==> src/hdl/etf_pkg.sv <==
package etf_pkg;

   // Payload bytes ahead of the check byte in one telemetry frame.
   localparam int unsigned PayloadLen = 9;
   localparam int unsigned CountWidth = 4;
   localparam logic [CountWidth-1:0] LastCount = CountWidth'(PayloadLen);

   // CRC-8, polynomial x^8 + x^2 + x + 1, MSB first, no reflection, no final XOR.
   localparam logic [7:0] CrcPoly = 8'h07;
   localparam logic [7:0] CrcInit = 8'h00;

   // One received byte together with its restart flag.
   typedef struct packed {
      logic       restart;
      logic [7:0] rx_byte;
   } rx_item_type;

   // One decoded frame.
   typedef struct packed {
      logic        frame_ok;
      logic [15:0] erpm_hundreds;
      logic [15:0] consumption;
      logic [15:0] current;
      logic [15:0] voltage;
      logic [7:0]  temperature;
   } telem_type;

   // Advance the CRC register by one data byte; eight shifts of an 8-bit value.
   function automatic logic [7:0] crc8_step(input logic [7:0] crc, input logic [7:0] data);
      logic [7:0] v;
      v = crc ^ data;
      for (int k = 0; k < 8; k++) begin
         if (v[7]) begin
            v = {v[6:0], 1'b0} ^ CrcPoly;
         end else begin
            v = {v[6:0], 1'b0};
         end
      end
      return v;
   endfunction

endpackage

==> src/hdl/etf_input_stage.sv <==
module etf_input_stage (
   input  logic                 clock,
   input  logic                 reset,
   input  logic                 in_valid,
   output logic                 in_ready,
   input  etf_pkg::rx_item_type in_item,
   output logic                 out_valid,
   input  logic                 out_ready,
   output etf_pkg::rx_item_type out_item
);
   import etf_pkg::*;

   logic        valid_ff;
   logic        valid_in;
   rx_item_type item_ff;

   // The register may take a new byte whenever it is empty or is being emptied.
   assign in_ready = !valid_ff || out_ready;
   assign valid_in = (in_valid && in_ready) || (valid_ff && !out_ready);

   always_ff @(posedge clock) begin
      if (reset) begin
         valid_ff <= 1'b0;
      end else begin
         valid_ff <= valid_in;
      end
      if (in_valid && in_ready) begin
         item_ff <= in_item;
      end
   end

   assign out_valid = valid_ff;
   assign out_item  = item_ff;

endmodule

==> src/hdl/etf_frame_engine.sv <==
module etf_frame_engine (
   input  logic                 clock,
   input  logic                 reset,
   input  logic                 item_valid,
   output logic                 item_ready,
   input  etf_pkg::rx_item_type item,
   output logic                 result_valid,
   input  logic                 result_ready,
   output etf_pkg::telem_type   result
);
   import etf_pkg::*;

   logic [CountWidth-1:0] count_ff;
   logic [CountWidth-1:0] count_in;
   logic [7:0]            crc_ff;
   logic [7:0]            crc_in;
   logic [7:0]            store_ff [PayloadLen];
   logic                  result_valid_ff;
   logic                  result_valid_in;
   telem_type             result_ff;
   telem_type             result_in;

   logic [CountWidth-1:0] count_eff;
   logic [7:0]            crc_eff;
   logic                  take;
   logic                  at_check;
   logic                  crc_match;

   // The byte moves on only when the result register has room for what it may produce.
   assign item_ready = !result_valid_ff || result_ready;
   assign take       = item_valid && item_ready;

   // A restart makes this byte the first of a new frame.
   assign count_eff = item.restart ? '0 : count_ff;
   assign crc_eff   = item.restart ? CrcInit : crc_ff;
   assign at_check  = (count_eff >= LastCount);
   assign crc_match = (crc_eff == item.rx_byte);

   always_comb begin
      count_in = count_ff;
      crc_in   = crc_ff;
      if (take) begin
         if (at_check) begin
            count_in = '0;
            crc_in   = CrcInit;
         end else begin
            count_in = count_eff + CountWidth'(1);
            crc_in   = crc8_step(crc_eff, item.rx_byte);
         end
      end
   end

   always_comb begin
      result_in = '0;
      result_in.frame_ok = crc_match;
      if (crc_match) begin
         result_in.temperature   = store_ff[0];
         result_in.voltage       = {store_ff[1], store_ff[2]};
         result_in.current       = {store_ff[3], store_ff[4]};
         result_in.consumption   = {store_ff[5], store_ff[6]};
         result_in.erpm_hundreds = {store_ff[7], store_ff[8]};
      end
   end

   assign result_valid_in = (take && at_check) || (result_valid_ff && !result_ready);

   always_ff @(posedge clock) begin
      if (reset) begin
         count_ff        <= '0;
         crc_ff          <= CrcInit;
         result_valid_ff <= 1'b0;
      end else begin
         count_ff        <= count_in;
         crc_ff          <= crc_in;
         result_valid_ff <= result_valid_in;
      end
      if (take && !at_check) begin
         store_ff[count_eff] <= item.rx_byte;
      end
      if (take && at_check) begin
         result_ff <= result_in;
      end
   end

   assign result_valid = result_valid_ff;
   assign result       = result_ff;

   a_count_range: assert property (@(posedge clock) disable iff (reset)
      count_ff <= LastCount)
      else $error("byte count beyond the check byte position");

   a_check_gives_result: assert property (@(posedge clock) disable iff (reset)
      take && at_check |=> result_valid_ff)
      else $error("check byte taken without a result");

   a_result_holds: assert property (@(posedge clock) disable iff (reset)
      result_valid_ff && !result_ready |=> result_valid_ff && $stable(result_ff))
      else $error("waiting result lost or changed");

   a_fail_zero: assert property (@(posedge clock) disable iff (reset)
      result_valid_ff && !result_ff.frame_ok |->
         result_ff.temperature == 8'd0 && result_ff.voltage == 16'd0 &&
         result_ff.current == 16'd0 && result_ff.consumption == 16'd0 &&
         result_ff.erpm_hundreds == 16'd0)
      else $error("failed frame carries data");

endmodule

==> src/hdl/esc_telemetry_frame_receiver.sv <==
// Channel   Direction  tdata (lowest bit up)                               tuser
// req_      in         rx_byte[7:0]                                        restart
// rsp_      out        temperature, voltage, current, consumption, erpm    frame_ok
//
// One byte is taken per cycle while the result side does not hold; once the tenth byte
// is taken, a result leaves through the input register and then the result register.
// The rate is set by the combinational CRC-8 update between those two registers.
// Reset is synchronous and active high; it clears the byte count, the CRC and both valids.
// When rsp_tready is low the result register holds, and one more byte waits in the input
// register before req_tready falls.

module esc_telemetry_frame_receiver (
   input  logic        clock,
   input  logic        reset,
   input  logic        req_tvalid,
   output logic        req_tready,
   input  logic [7:0]  req_tdata,   // rx_byte[7:0]
   input  logic [0:0]  req_tuser,   // restart[0]
   output logic        rsp_tvalid,
   input  logic        rsp_tready,
   output logic [71:0] rsp_tdata,   // temperature[7:0], voltage[23:8], current[39:24],
                                    // consumption[55:40], erpm_hundreds[71:56]
   output logic [0:0]  rsp_tuser    // frame_ok[0]
);
   import etf_pkg::*;

   rx_item_type in_item;
   rx_item_type stage_item;
   logic        stage_valid;
   logic        stage_ready;
   telem_type   result;

   assign in_item.rx_byte = req_tdata;
   assign in_item.restart = req_tuser[0];

   // The input register holds one byte while the frame logic waits on the result side, so
   // the request side only stalls once that register is occupied as well.
   etf_input_stage u_input_stage (
      .clock     (clock),
      .reset     (reset),
      .in_valid  (req_tvalid),
      .in_ready  (req_tready),
      .in_item   (in_item),
      .out_valid (stage_valid),
      .out_ready (stage_ready),
      .out_item  (stage_item)
   );

   // The frame engine keeps the byte count, the running CRC and the nine payload bytes,
   // and on the check byte loads its result register with the decoded frame.
   etf_frame_engine u_frame_engine (
      .clock        (clock),
      .reset        (reset),
      .item_valid   (stage_valid),
      .item_ready   (stage_ready),
      .item         (stage_item),
      .result_valid (rsp_tvalid),
      .result_ready (rsp_tready),
      .result       (result)
   );

   // Result fields packed lowest first; a failed check leaves every data field at zero.
   assign rsp_tdata = {result.erpm_hundreds, result.consumption, result.current,
                       result.voltage, result.temperature};
   assign rsp_tuser = result.frame_ok;

endmodule
==> config.mk <==
export PLATFORM = sky130hd
export DESIGN_NAME = esc_telemetry_frame_receiver
export DESIGN_NICKNAME = d
export VERILOG_FILES = /design/src/hdl/etf_pkg.sv /design/src/hdl/etf_input_stage.sv /design/src/hdl/etf_frame_engine.sv /design/src/hdl/esc_telemetry_frame_receiver.sv
export SDC_FILE = /design/constraint.sdc
export NUM_CORES = 1
export LEC_CHECK = 0
export ABC_AREA = 1
export BUFFER_PORTS_ARGS = -buffer_cell sky130_fd_sc_hd__buf_2
export CAP_MARGIN = 20
export CORE_MARGIN = 1
export CORE_UTILIZATION = 57
export CTS_CLUSTER_SIZE = 28
export DETAILED_ROUTE_END_ITERATION = 12
export PLACE_DENSITY = 0.79
export SETUP_SLACK_MARGIN = 0.2
export SLEW_MARGIN = 20
export SYNTH_ARGS = -nofsm -noshare
export SYNTH_HDL_FRONTEND = slang
export SYNTH_SLANG_ARGS = --single-unit
==> constraint.sdc <==
create_clock -name clock -period 3.2 [get_ports clock]
set_input_delay 0.32 -clock clock [delete_from_list [all_inputs] [get_ports clock]]
set_output_delay 0.32 -clock clock [all_outputs]
set_load 0.05 [all_outputs]
# Word-level counts from Yosys, hierarchy flattened
# Memories as Yosys holds them, arrays and structs flattened. A register that Yosys moved wholly into a read port is not among the register bits.
# Index checks and enable logic that the tools add are counted.
[classes]
bitwise = 9
n_lt_le_gt_ge = 1
n_addsub = 1
n_eq_ne = 1
muxes = 28
reduce_logical = 24
[ops]
columns = ["op", "count"]
rows = [
  ["2-to-1 mux 8 bit", 16],
  ["2-to-1 mux 3 bit", 8],
  ["inverter 3 bit", 8],
  ["zero test 1 bit", 14],
  ["== test 8 bit", 1],
  ["2-to-1 mux 4 bit", 2],
  ["bitwise XOR 8 bit", 1],
  ["logical AND 1 bit", 6],
  ["adder 4 x 1 -> 4 bit (second input constant)", 1],
  ["greater-or-equal comparator 4 bit (second input constant)", 1],
  ["logical OR 1 bit", 4],
  ["2-to-1 mux 1 bit", 2],
]
[totals]
out_inout_bits = 75
input_bits = 13
word_cells = 72
n_memories = 1
regBits = 24
mem_bits_rw = 72
[mem_list]
columns = ["name", "depth", "word_bits", "rd", "rd_clocked_by_memory_dff", "wr", "line_no", "source"]
rows = [
  ["u_frame_engine.store_ff", 9, 8, 9, 9, 1, "etf_frame_engine.sv:17", "logic [7:0] store_ff [PayloadLen];"],
]

# Longest topological paths before layout
# Gate-level depths: netlist (run 1).
[logic_depth]
ltp_word = 33
depth_mapped = 13
mapped_depth_nobuf = 12

# By module
# Synthesis (run 1) repeated with hierarchy kept, for this count alone.
[unflattened]
cells_unflattened = 488
hier_area_um2 = 6466.2
[modules_own_cells]
columns = ["mod", "area_per_inst_um2", "cells_each", "instances", "seq_area_each_um2"]
rows = [
  ["etf_frame_engine", 6148.4, 473, 1, 4614.4],
  ["etf_input_stage", 317.8, 15, 1, 290.3],
]

# Worst setup path before layout (run 1)
# Ideal clock, no wire load.
[synth_path]
path_type = "register to register"
startpoint = "reg u_input_stage.item_ff (netlist bit u_input_stage.out_item[8])"
endpoint = "reg, netlist name u_frame_engine.result[0]"
period_less_slack_ns = 2.884
setup_slack_ns = 0.316
required_ns = 2.773
path_buffers = 1
arrival_ns = 2.457
path_stages_with_launch = 7
setup_time_ns = 0.427
cell_sequence = "edfxtp_1 > inv_2 > buf_6 > nand2_1 > a21oi_1 > nand2_1 > inv_1"
[synth_via]
elab_chain_cells = 3
elab_cells_between_ends = 6
cone_classes = "order compare (1); eq/ne (1); mux (2); reduce/logical (2)"
[synth_lines]
columns = ["element", "line_no", "source"]
rows = [
  ["start: declaration", "etf_input_stage.sv:15", "rx_item_type item_ff;"],
  ["start signal: assignment", "etf_input_stage.sv:28", "item_ff <= in_item;"],
  ["2-to-1 mux 4 bit / 2-to-1 mux 8 bit (equally long branches)", "etf_frame_engine.sv:34, etf_frame_engine.sv:35", ""],
  ["greater-or-equal comparator 4 bit / == test 8 bit (equally long branches)", "etf_frame_engine.sv:36, etf_frame_engine.sv:37", ""],
  ["logical AND 1 bit / zero test 1 bit (equally long branches)", "-", ""],
]
# Parallel ways exist; a longest one is shown, timed or not.
# A chain may end at the register's enable or synchronous reset.

# Worst setup path in the final report (run 1)
[layout_path]
startpoint = "reg u_input_stage.item_ff (netlist bit u_input_stage.out_item[2])"
endpoint = "reg, netlist name u_frame_engine.result[29]"
[layout_via]
elab_chain_cells = 2
[layout_lines]
columns = ["element", "line_no", "source"]
rows = [
  ["== test 8 bit", "etf_frame_engine.sv:37", "assign crc_match = (crc_eff == item.rx_byte);"],
  ["named net u_frame_engine.crc_match", "etf_frame_engine.sv:27", "logic crc_match;"],
  ["zero test 1 bit (no line)", "-", ""],
]
# The timed path passes the listed nets, and every way through them passes these cells.

==> impl_metrics.csv, run 1 <==
group,metric,value,unit
grt,grt_first_pass_wirelength,18.3,mm
grt,grt_pass1_vias,3724,
yosys,async_reset_ff_share,0,%
place,place_inst,704,
yosys,synth_area_leaders,"edfxtp_1 73%, inv_1 5.7%, nor2_1 5.1%",
clocking,clock_path_buffers,2,
clocking,cts_sinks,168,
yosys,ys_ff_latch,168,
clocking,numCtsBuffers,17,
pwr,peakVddDrop,0.389,mV
sta,post-route-min-period,2.39,ns
sta,fin_skew,0.00788,ns
sta,tightest_slew,0.771,ns
clocking,htree_levels,4,
yosys,synth_top_family_by_area,"simple AND/OR/NAND/NOR gates",
floorplanning,start_util,58.5,%
clocking,clk-insertion-delay-late,0.52,ns
job,max-cap-violations,0,
yosys,synth-simple-area-share,11.9,%
layout,final_cells,745,
yosys,ys_top_cells_by_count,"154 x edfxtp_1, 95 x inv_1, 85 x nor2_1",
grt,grt_usage,22.1,%
place,pre_cts_ws,0.885,ns
place,io_buffers,87,
route,ant_nets,0,
yosys,synth.most_common_cell,"edfxtp_1",
pwr,combPwrFrac,3.7,%
clocking,clockRootBuffer,"clkbuf_8",
run_status,outcome,"completed",
sta,setup_viol,0,
pwr,switchingPower,0.000912,W
yosys,syn_nets,501,
layout,final_util,69.4,%
sta,rsz0062_at_grt,"no",
route,avgViaCountPerCell,5.10,
place,gp_congestion,0.792,
layout,antennaDiodeCount,0,
yosys,synth_compound_area_share,1.33,%
pwr,clkPwrFrac,41.4,%
floorplanning,dieArea,11500,µm²
sta,hold_violations,0,
clocking,cts_tree,"yes",
sta,slew_violations,0,
sta,fmax,418,MHz
pwr,power_frac_seq,54.9,%
yosys,ys.flop_type,"edfxtp_1",
setup_path,critPathMaxStageDelay,0.62,ns
clocking,path_clk_slew,0.06,ns
pwr,p_int,0.00357,W
floorplanning,io_pins,88,
sta,min_period_over_period,74.7,%
layout,drive_gt1_share,21.3,%
yosys,synth_area_leader_cell,"edfxtp_1",
floorplanning,chipWidth,107,µm
yosys,netlist_instances,485,
layout,syn_to_final_growth,18.7,%
route,wl_per_cell,15.9,µm
yosys,synth-seq-area-share,77.7,%
route,drc,0,
yosys,synth.top_cell.area_share,73.3,%
setup_path,worstPathMaxFanout,59,
pwr,switching_share,20.3,%
grt,grt_max_degree,60,
route,wl,11.8,mm
setup_path,critPathTopFamily,"simple AND/OR/NAND/NOR gates",
grt,antenna_found_initial,0,
setup_path,cp.arrival,2.65,ns
place,dp.final_hpwl,6.97,mm
sta,relSlewSlack,48.4,%
setup_path,cp.required,3.46,ns
route,drtIter0Drc,309,
setup_path,critPathKind,"reg2reg",
yosys,syn_area_per_cell,13.0,µm²
pwr,p_per_area,599,nW/µm²
floorplanning,die_h,107,µm
sta,finalSetupTns,0,ns
yosys,synth-edff-count,154,
grt,grt-ovfl-total,0,
yosys,yosys.area_share.adder,0.595,%
setup_path,cp-start-kind,"register",
layout,fin_nets,608,
pwr,power.total,0.00448,W
pwr,p_leak,2.88,nW
setup_path,reg2reg_slack,0.81,ns
sta,setup_slack,0.809,ns
route,firstDrtPassIters,6,
floorplanning,core_area,10800,µm²
setup_path,path_cells,"nand3b_1 > nand2_1 > inv_1 > ha_1 > nand4_1 > nor2_2 > inv_2 > buf_12 > nor2_1",
yosys,yosysWarningCount,0,
setup_path,crit_buf_inv,3,
worst_hold_path,hp-class,"in2reg",
yosys,synth_mux_area_share,0,%
yosys,syn_area,6310,µm²
yosys,yosysUniqueCellTypes,23,
yosys,synth-xor-area-share,0.952,%
route,vias,3802,
setup_path,end_kind,"register",
floorplanning,rows,38,
setup_path,critPathSlowestCell,"edfxtp_1",
==> repair_timing <==
| item | in CTS | in global routing |
|---|---|---|
| hold buffers | 9 | 0 |
| setup buffers | 0 | 0 |
| resized for setup | 0 | 0 |
| endpoints found under the hold margin | 9 | 0 |
==> power by group through the flow <==
stage	logic [W]	clock network (W)	registers, W
2_1_floorplan	0.000121	0	0.00248
5_1_grt	0.000185	0.00195	0.00246
6_report	0.000165	0.00186	0.00246
4_1_cts	0.000163	0.00187	0.00246
3_3_place_gp	0.000143	0	0.00250
3_5_place_dp	0.000150	0	0.00250
==> kinds of logic (layout without fill, tap and decap cells) <==
logic type / after synthesis / after routing
compound gates: 16 / 16
simple gates: 183 / 183
fa+ha+maj: 3 / 3
buf+inv: 109 / 229
xor+xnor: 6 / 6
flops: 168 / 168
==> metal layers <==
metal	global-route usage (%)	up-vias	share of wire [%]	routed length, µm
met5	0	-	0	0
met4	10.2	0	2.3	268
met3	4.92	24	6.8	803
met2	38.0	178	53	6210
met1	26.7	1827	38	4530
li1	-	1773	-	-
==> worst min-delay path, cell delays in order <==
cell,delay [ns]
buf_2,0.10
inv_1,0.05
a21oi_1,0.05
==> flip-flops by register name (all words and copies together), names as in the netlist <==
register and cells:
u_frame_engine.crc_ff 8, u_frame_engine.result 73, u_input_stage.out_valid 1, u_input_stage.out_item 9, u_frame_engine.result_valid 1, u_frame_engine.count_ff 4
u_frame_engine.store_ff 72
==> path summary, 6_finish.rpt <==
| path | from | to | cells after the start |
|---|---|---|---|
| max reg2reg | u_input_stage.out_item[2]$_DFFE_PP_ | u_frame_engine.result[29]$_SDFFCE_PN0P_ | 9 |
| max | u_input_stage.out_item[2]$_DFFE_PP_ | u_frame_engine.result[29]$_SDFFCE_PN0P_ | 9 |
| min reg2reg | u_frame_engine.crc_ff[6]$_SDFFE_PP0N_ | u_frame_engine.crc_ff[6]$_SDFFE_PP0N_ | 2 |
| min | req_tvalid | u_input_stage.out_valid$_SDFF_PP0_ | 3 |
==> area by class of cell <==
type	count	area (µm²)
clock buffer	20	425
clock inverter	12	109
inverter	98	368
multi-input combinational	208	932
sequential	168	4900
timing repair buffer	99	573
tap	140	175
fill	684	3310
==> cell usage in the layout, fill, tap and decap left out, drive strengths merged <==
master       count
buf             90
nand2b           1
xnor2            2
clkinv          10
nand4            1
inv             98
ha               3
and3             1
nand2           73
nand3           15
bufinv           2
nor2            87
dlygate4sd3      9
dfxtp           14
xor2             4
clkbuf          20
a21oi           16
edfxtp         154
or2              1
nand3b           4
==> stage by stage <==
step | instance area [µm²] | hold WS, ns
after floorplan | 6310 | 0.389
after global placement | 6860 | 0.452
after detailed placement | 6860 | 0.474
after CTS | 7490 | 0.0342
after global routing | 7490 | 0.0428
final | 7490 | 0.0462
(Power assumes the default switching activity.)
==> run 2, diff against run 1 <==
- CORE_UTILIZATION: 57 -> 51
- PLACE_DENSITY: 0.79 -> 0.75
- clock period: 3.2 -> 2.1 ns (I/O delays scaled with it)
==> run 2 against run 1 <==
- largest cell class unchanged
- cell area is 4.3% higher
- final cell count increased by 3.9%
- combinational power increased by 84%
==> impl_metrics.csv, run 2 (synthesis gave the netlist of run 1 again) <==
group,metric,value,unit
run_status,outcome,"completed",
sta,rsz0062_at_grt,"yes",
clocking,cts_sinks,168,
pwr,peakVddDrop,0.492,mV
clocking,cts_tree,"yes",
sta,setup_viol,0,
layout,syn_to_final_growth,23.8,%
place,dp.final_hpwl,7.23,mm
clocking,clockRootBuffer,"clkbuf_16",
clocking,clock_path_buffers,2,
place,io_buffers,87,
pwr,clkPwrFrac,43.5,%
sta,setup_slack,0.227,ns
floorplanning,start_util,52.5,%
setup_path,cp.arrival,2.04,ns
route,vias,3785,
floorplanning,io_pins,88,
pwr,p_leak,3.05,nW
setup_path,critPathMaxStageDelay,0.43,ns
setup_path,reg2reg_slack,0.23,ns
layout,drive_gt1_share,25.8,%
grt,grt_first_pass_wirelength,17.9,mm
clocking,clk-insertion-delay-late,0.42,ns
sta,fmax,534,MHz
worst_hold_path,min_to,"u_input_stage.out_valid$_SDFF_PP0_",
route,firstDrtPassIters,5,
pwr,p_int,0.00573,W
route,drtIter0Drc,228,
layout,multi_input_area,967,µm²
floorplanning,chipWidth,113,µm
pwr,power_frac_seq,52.2,%
floorplanning,dieArea,12800,µm²
grt,antenna_found_initial,0,
route,avgViaCountPerCell,4.89,
setup_path,cp.required,2.27,ns
sta,slew_violations,0,
setup_path,critPathKind,"reg2reg",
sta,min_period_over_period,89.2,%
pwr,p_per_area,913,nW/µm²
worst_hold_path,hp-class,"in2reg",
place,place_area,7070,µm²
pwr,switchingPower,0.00140,W
layout,largest_reg_flops,73,
setup_path,worstPathMaxFanout,38,
clocking,htree_levels,4,
clocking,numCtsBuffers,17,
layout,seqCellArea,4910,µm²
clocking,path_clk_slew,0.06,ns
layout,final_common_cell,"edfxtp_1",
sta,tightest_slew,0.490,ns
setup_path,end_kind,"register",
layout,fin_nets,630,
place,gp_congestion,0.868,
worst_hold_path,whs_path_depth,3,
grt,grt_max_degree,45,
job,max-cap-violations,0,
setup_path,critPathSlowestCell,"edfxtp_1",
setup_path,path_cells,"inv_4 > nand3b_1 > nand2_1 > inv_1 > ha_1 > nand4_1 > nor2_2 > inv_2 > buf_12 > nor2_1",
route,wl,11.6,mm
sta,relSlewSlack,67.4,%
setup_path,r2r_cells,10,
grt,grt-ovfl-total,0,
sta,fin_skew,0.0104,ns
route,ant_nets,0,
pwr,switching_share,19.6,%
floorplanning,core_area,12000,µm²
layout,final_area,7810,µm²
route,drc,0,
layout,fillers,854,
pwr,combPwrFrac,4.3,%
setup_path,r2r-start,"u_input_stage.out_item[8]$_DFFE_PP_",
worst_hold_path,min-delay-start,"req_tvalid",
sta,hold_violations,0,
setup_path,r2r_end,"u_frame_engine.result[59]$_SDFFCE_PN0P_",
layout,antennaDiodeCount,0,
setup_path,cp-start-kind,"register",
sta,post-route-min-period,1.87,ns
grt,grt_usage,19.1,%
floorplanning,die_h,113,µm
route,wl_per_cell,15.0,µm
grt,grt_pass1_vias,3731,
floorplanning,rows,40,
layout,final_cell_mix,"154 x edfxtp_1, 94 x inv_1, 87 x buf_2",
place,pre_cts_ws,0.147,ns
[run 2: worst max path at each step]
stage                                   startpoint  slack, ns  cells past startpoint                                 endpoint
2_1_floorplan  u_input_stage.out_item[8]$_DFFE_PP_      -0.13                      6   u_frame_engine.result[0]$_SDFFCE_PN0P_
3_3_place_gp   u_input_stage.out_item[8]$_DFFE_PP_       0.17                     10  u_frame_engine.result[21]$_SDFFCE_PN0P_
3_5_place_dp   u_input_stage.out_item[8]$_DFFE_PP_       0.15                     10   u_frame_engine.result[6]$_SDFFCE_PN0P_
4_1_cts        u_input_stage.out_item[8]$_DFFE_PP_       0.20                     10   u_frame_engine.result[6]$_SDFFCE_PN0P_
5_1_grt        u_input_stage.out_item[8]$_DFFE_PP_       0.07                     10  u_frame_engine.result[59]$_SDFFCE_PN0P_
6_report       u_input_stage.out_item[8]$_DFFE_PP_       0.23                     10  u_frame_engine.result[59]$_SDFFCE_PN0P_
[run 2: power groups by stage]
| stage | logic [W] | clock network (W) | registers [W] |
|---|---|---|---|
| 3_3_place_gp | 0.000272 | 0 | 0.00379 |
| 6_report | 0.000304 | 0.00310 | 0.00372 |
| 3_5_place_dp | 0.000282 | 0 | 0.00379 |
| 5_1_grt | 0.000336 | 0.00327 | 0.00372 |
| 4_1_cts | 0.000301 | 0.00314 | 0.00372 |
| 2_1_floorplan | 0.000188 | 0 | 0.00378 |
[run 2: repair_timing]
item | CTS | global route
hold buffers | 9 | 0
endpoints found under the setup margin | 72 | 123
endpoints found under the hold margin | 9 | 0
setup buffers | 2 | 1
resized for setup | 1 | 1
gates cloned | 0 | 1
[run 2: metal layers]
metal	vias up	part of all wire [%]	track usage, %
li1	1822	-	-
met1	1785	41	22.5
met2	153	51	33.0
met3	25	6.3	5.36
met4	0	1.5	7.98
met5	-	0	0
[run 2: final cells by class]
type,count,share of cell area [%]
multi-input cells,208,12.4
well taps,147,2.36
clock inverters,9,1.62
flip-flops and latches,168,62.9
inverters,98,4.79
repair buffers,121,10.0
clock buffers,23,5.99
[run 2: critical path: cells and delay by family (launching register included)]
kind	cells	cell delay [ns]
AND/OR/NAND/NOR	5	0.44
flip-flops	1	0.43
adder cells (fa/ha/maj)	1	0.20
buffers and inverters	4	0.54
[run 2: through the flow]
| step | total power, W | hold slack [ns] | std cells | setup TNS [ns] | utilization (%) |
|---|---|---|---|---|---|
| 5_1_grt | 0.00733 | 0.0453 | 774 | 0 | 65.0 |
| 3_5_place_dp | 0.00407 | 0.388 | 729 | 0 | 58.9 |
| 2_1_floorplan | 0.00397 | 0.279 | 485 | -9.59 | - |
| 3_3_place_gp | 0.00406 | 0.388 | 729 | 0 | 58.9 |
| 4_1_cts | 0.00716 | 0.0294 | 772 | 0 | 64.7 |
| 6_report | 0.00713 | 0.0487 | 774 | 0 | 65.0 |
==> run 3, diff against run 2 <==
- REMOVE_ABC_BUFFERS: not set -> 1
==> run 3 against run 2 <==
- cell area is 0.80% higher
- sequential power hardly changed
- flip-flop and latch count stayed put
- largest power group unchanged
==> impl_metrics.csv, run 3 (synthesis gave the netlist of run 1 again) <==
group,metric,value,unit
run_status,outcome,"completed",
grt,use_met1,22.8,%
grt,antenna_found_initial,0,
grt,gr-usage-met3,5.73,%
route,drc,0,
place,place_inst,729,
sta,rsz0062_at_grt,"yes",
clocking,clockRootBuffer,"clkbuf_16",
clocking,clk-insertion-delay-late,0.43,ns
grt,grt_first_pass_wirelength,18.4,mm
place,io_buffers,87,
pwr,peakVddDrop,0.574,mV
sta,post-route-min-period,1.97,ns
setup_path,cp.arrival,2.09,ns
clocking,cts_tree,"yes",
layout,antennaDiodeCount,0,
sta,tightest_slew,0.475,ns
sta,setup_slack,0.133,ns
setup_path,worstPathMaxFanout,25,
sta,fin_skew,0.00888,ns
layout,drive_gt1_share,25.7,%
grt,grt-ovfl-total,0,
setup_path,cp.required,2.23,ns
route,drtIter0Drc,311,
place,gp_congestion,0.876,
layout,fin_nets,633,
route,wl_per_cell,15.4,µm
clocking,numCtsBuffers,17,
job,max-cap-violations,0,
floorplanning,start_util,52.5,%
clocking,htree_levels,4,
floorplanning,chipWidth,113,µm
pwr,p_leak,3.07,nW
layout,syn_to_final_growth,24.7,%
place,dp.final_hpwl,7.47,mm
layout,final_cell_mix,"154 x edfxtp_1, 92 x inv_1, 87 x buf_2",
route,avgViaCountPerCell,4.90,
floorplanning,die_h,113,µm
grt,grt_usage,19.7,%
setup_path,end_kind,"register",
route,wl,11.9,mm
sta,setup_viol,0,
clocking,clock_path_buffers,2,
sta,min_period_over_period,93.6,%
sta,finalSetupTns,0,ns
worst_hold_path,hp-class,"in2reg",
grt,use_met2,33.0,%
route,vias,3807,
sta,hold_violations,0,
sta,slew_violations,0,
place,pre_cts_ws,0.0606,ns
clocking,path_clk_slew,0.06,ns
layout,fillers,846,
route,ant_nets,0,
sta,relSlewSlack,68.3,%
route,firstDrtPassIters,4,
grt,top_usage_layer,"met2",
floorplanning,core_area,12000,µm²
clocking,cts_sinks,168,
floorplanning,rows,40,
layout,largest_reg_flops,73,
setup_path,critPathKind,"reg2reg",
grt,grt_pass1_vias,3800,
layout,final_cells,777,
grt,grt_max_degree,49,
pwr,p_per_area,935,nW/µm²
sta,fmax,509,MHz
setup_path,cp-start-kind,"register",
layout,final_common_cell,"edfxtp_1",
floorplanning,io_pins,88,
floorplanning,dieArea,12800,µm²
-- run 3: cell count changes in the layout (fill, tap and decap cells not counted), sizes merged --
cell,previous run,this run
clkinvlp,2,1
clkbuf,24,19
buf,111,112
bufinv,3,5
bufbuf,0,1
clkinv,5,10
-- run 3: final cells by class --
cell class              count  area, µm²  share of cell area (%)
multi-input cells         208        948                    12.0
well taps                 147        184                    2.34
clock buffers              18        429                    5.45
repair buffers            123        820                    10.4
flip-flops and latches    168       4900                    62.3
clock inverters            14        205                    2.61
repair inverters            1       5.00                  0.0636
inverters                  98        375                    4.77
-- run 3: per-stage QoR --
| step | cell area, µm² | utilization [%] | total power (W) | hold slack [ns] |
|---|---|---|---|---|
| after floorplan | 6200 | - | 0.00396 | 0.272 |
| after global placement | 7020 | 58.4 | 0.00406 | 0.389 |
| after detailed placement | 7020 | 58.4 | 0.00407 | 0.388 |
| after CTS | 7800 | 64.9 | 0.00738 | 0.0259 |
| after global routing | 7870 | 65.5 | 0.00759 | 0.0305 |
| final | 7870 | 65.5 | 0.00736 | 0.0438 |
-- run 3: worst paths after layout --
path,slack [ns],cells after the start,endpoint,start
max,0.13,6,u_frame_engine.result[56]$_SDFFCE_PN0P_,u_input_stage.out_item[8]$_DFFE_PP_
min,0.04,3,u_input_stage.out_valid$_SDFF_PP0_,req_tvalid
max reg2reg,0.13,6,u_frame_engine.result[56]$_SDFFCE_PN0P_,u_input_stage.out_item[8]$_DFFE_PP_
min reg2reg,0.48,2,u_frame_engine.crc_ff[5]$_SDFFE_PP0N_,u_frame_engine.crc_ff[5]$_SDFFE_PP0N_
-- run 3: power breakdown --
part / internal, W / switching, W
Clock: 0.00210 / 0.00123
Sequential: 0.00368 / 0.0000398
Combinational: 0.000124 / 0.000190
-- run 3: metal layers --
metal | up-vias | wire [µm]
li1 | 1833 | -
met1 | 1822 | 5070
met2 | 120 | 5990
met3 | 32 | 542
met4 | 0 | 328
met5 | - | 0
-- run 3: what timing repair did --
item	CTS	global route
pin swaps	0	1
cloned	1	3
resized for setup	4	8
endpoints found under the hold margin	9	0
endpoints found under the setup margin	161	136
buffers inserted	1	2
hold buffers	9	0
-- run 3: worst max-delay path, cell delays in order, from the launching register on --
cell and delay [ns]:
edfxtp_1 0.50, nor2_1 0.21, nor2_1 0.10, a21oi_2 0.20, nand2_1 0.15, inv_2 0.16
bufbuf_16 0.35
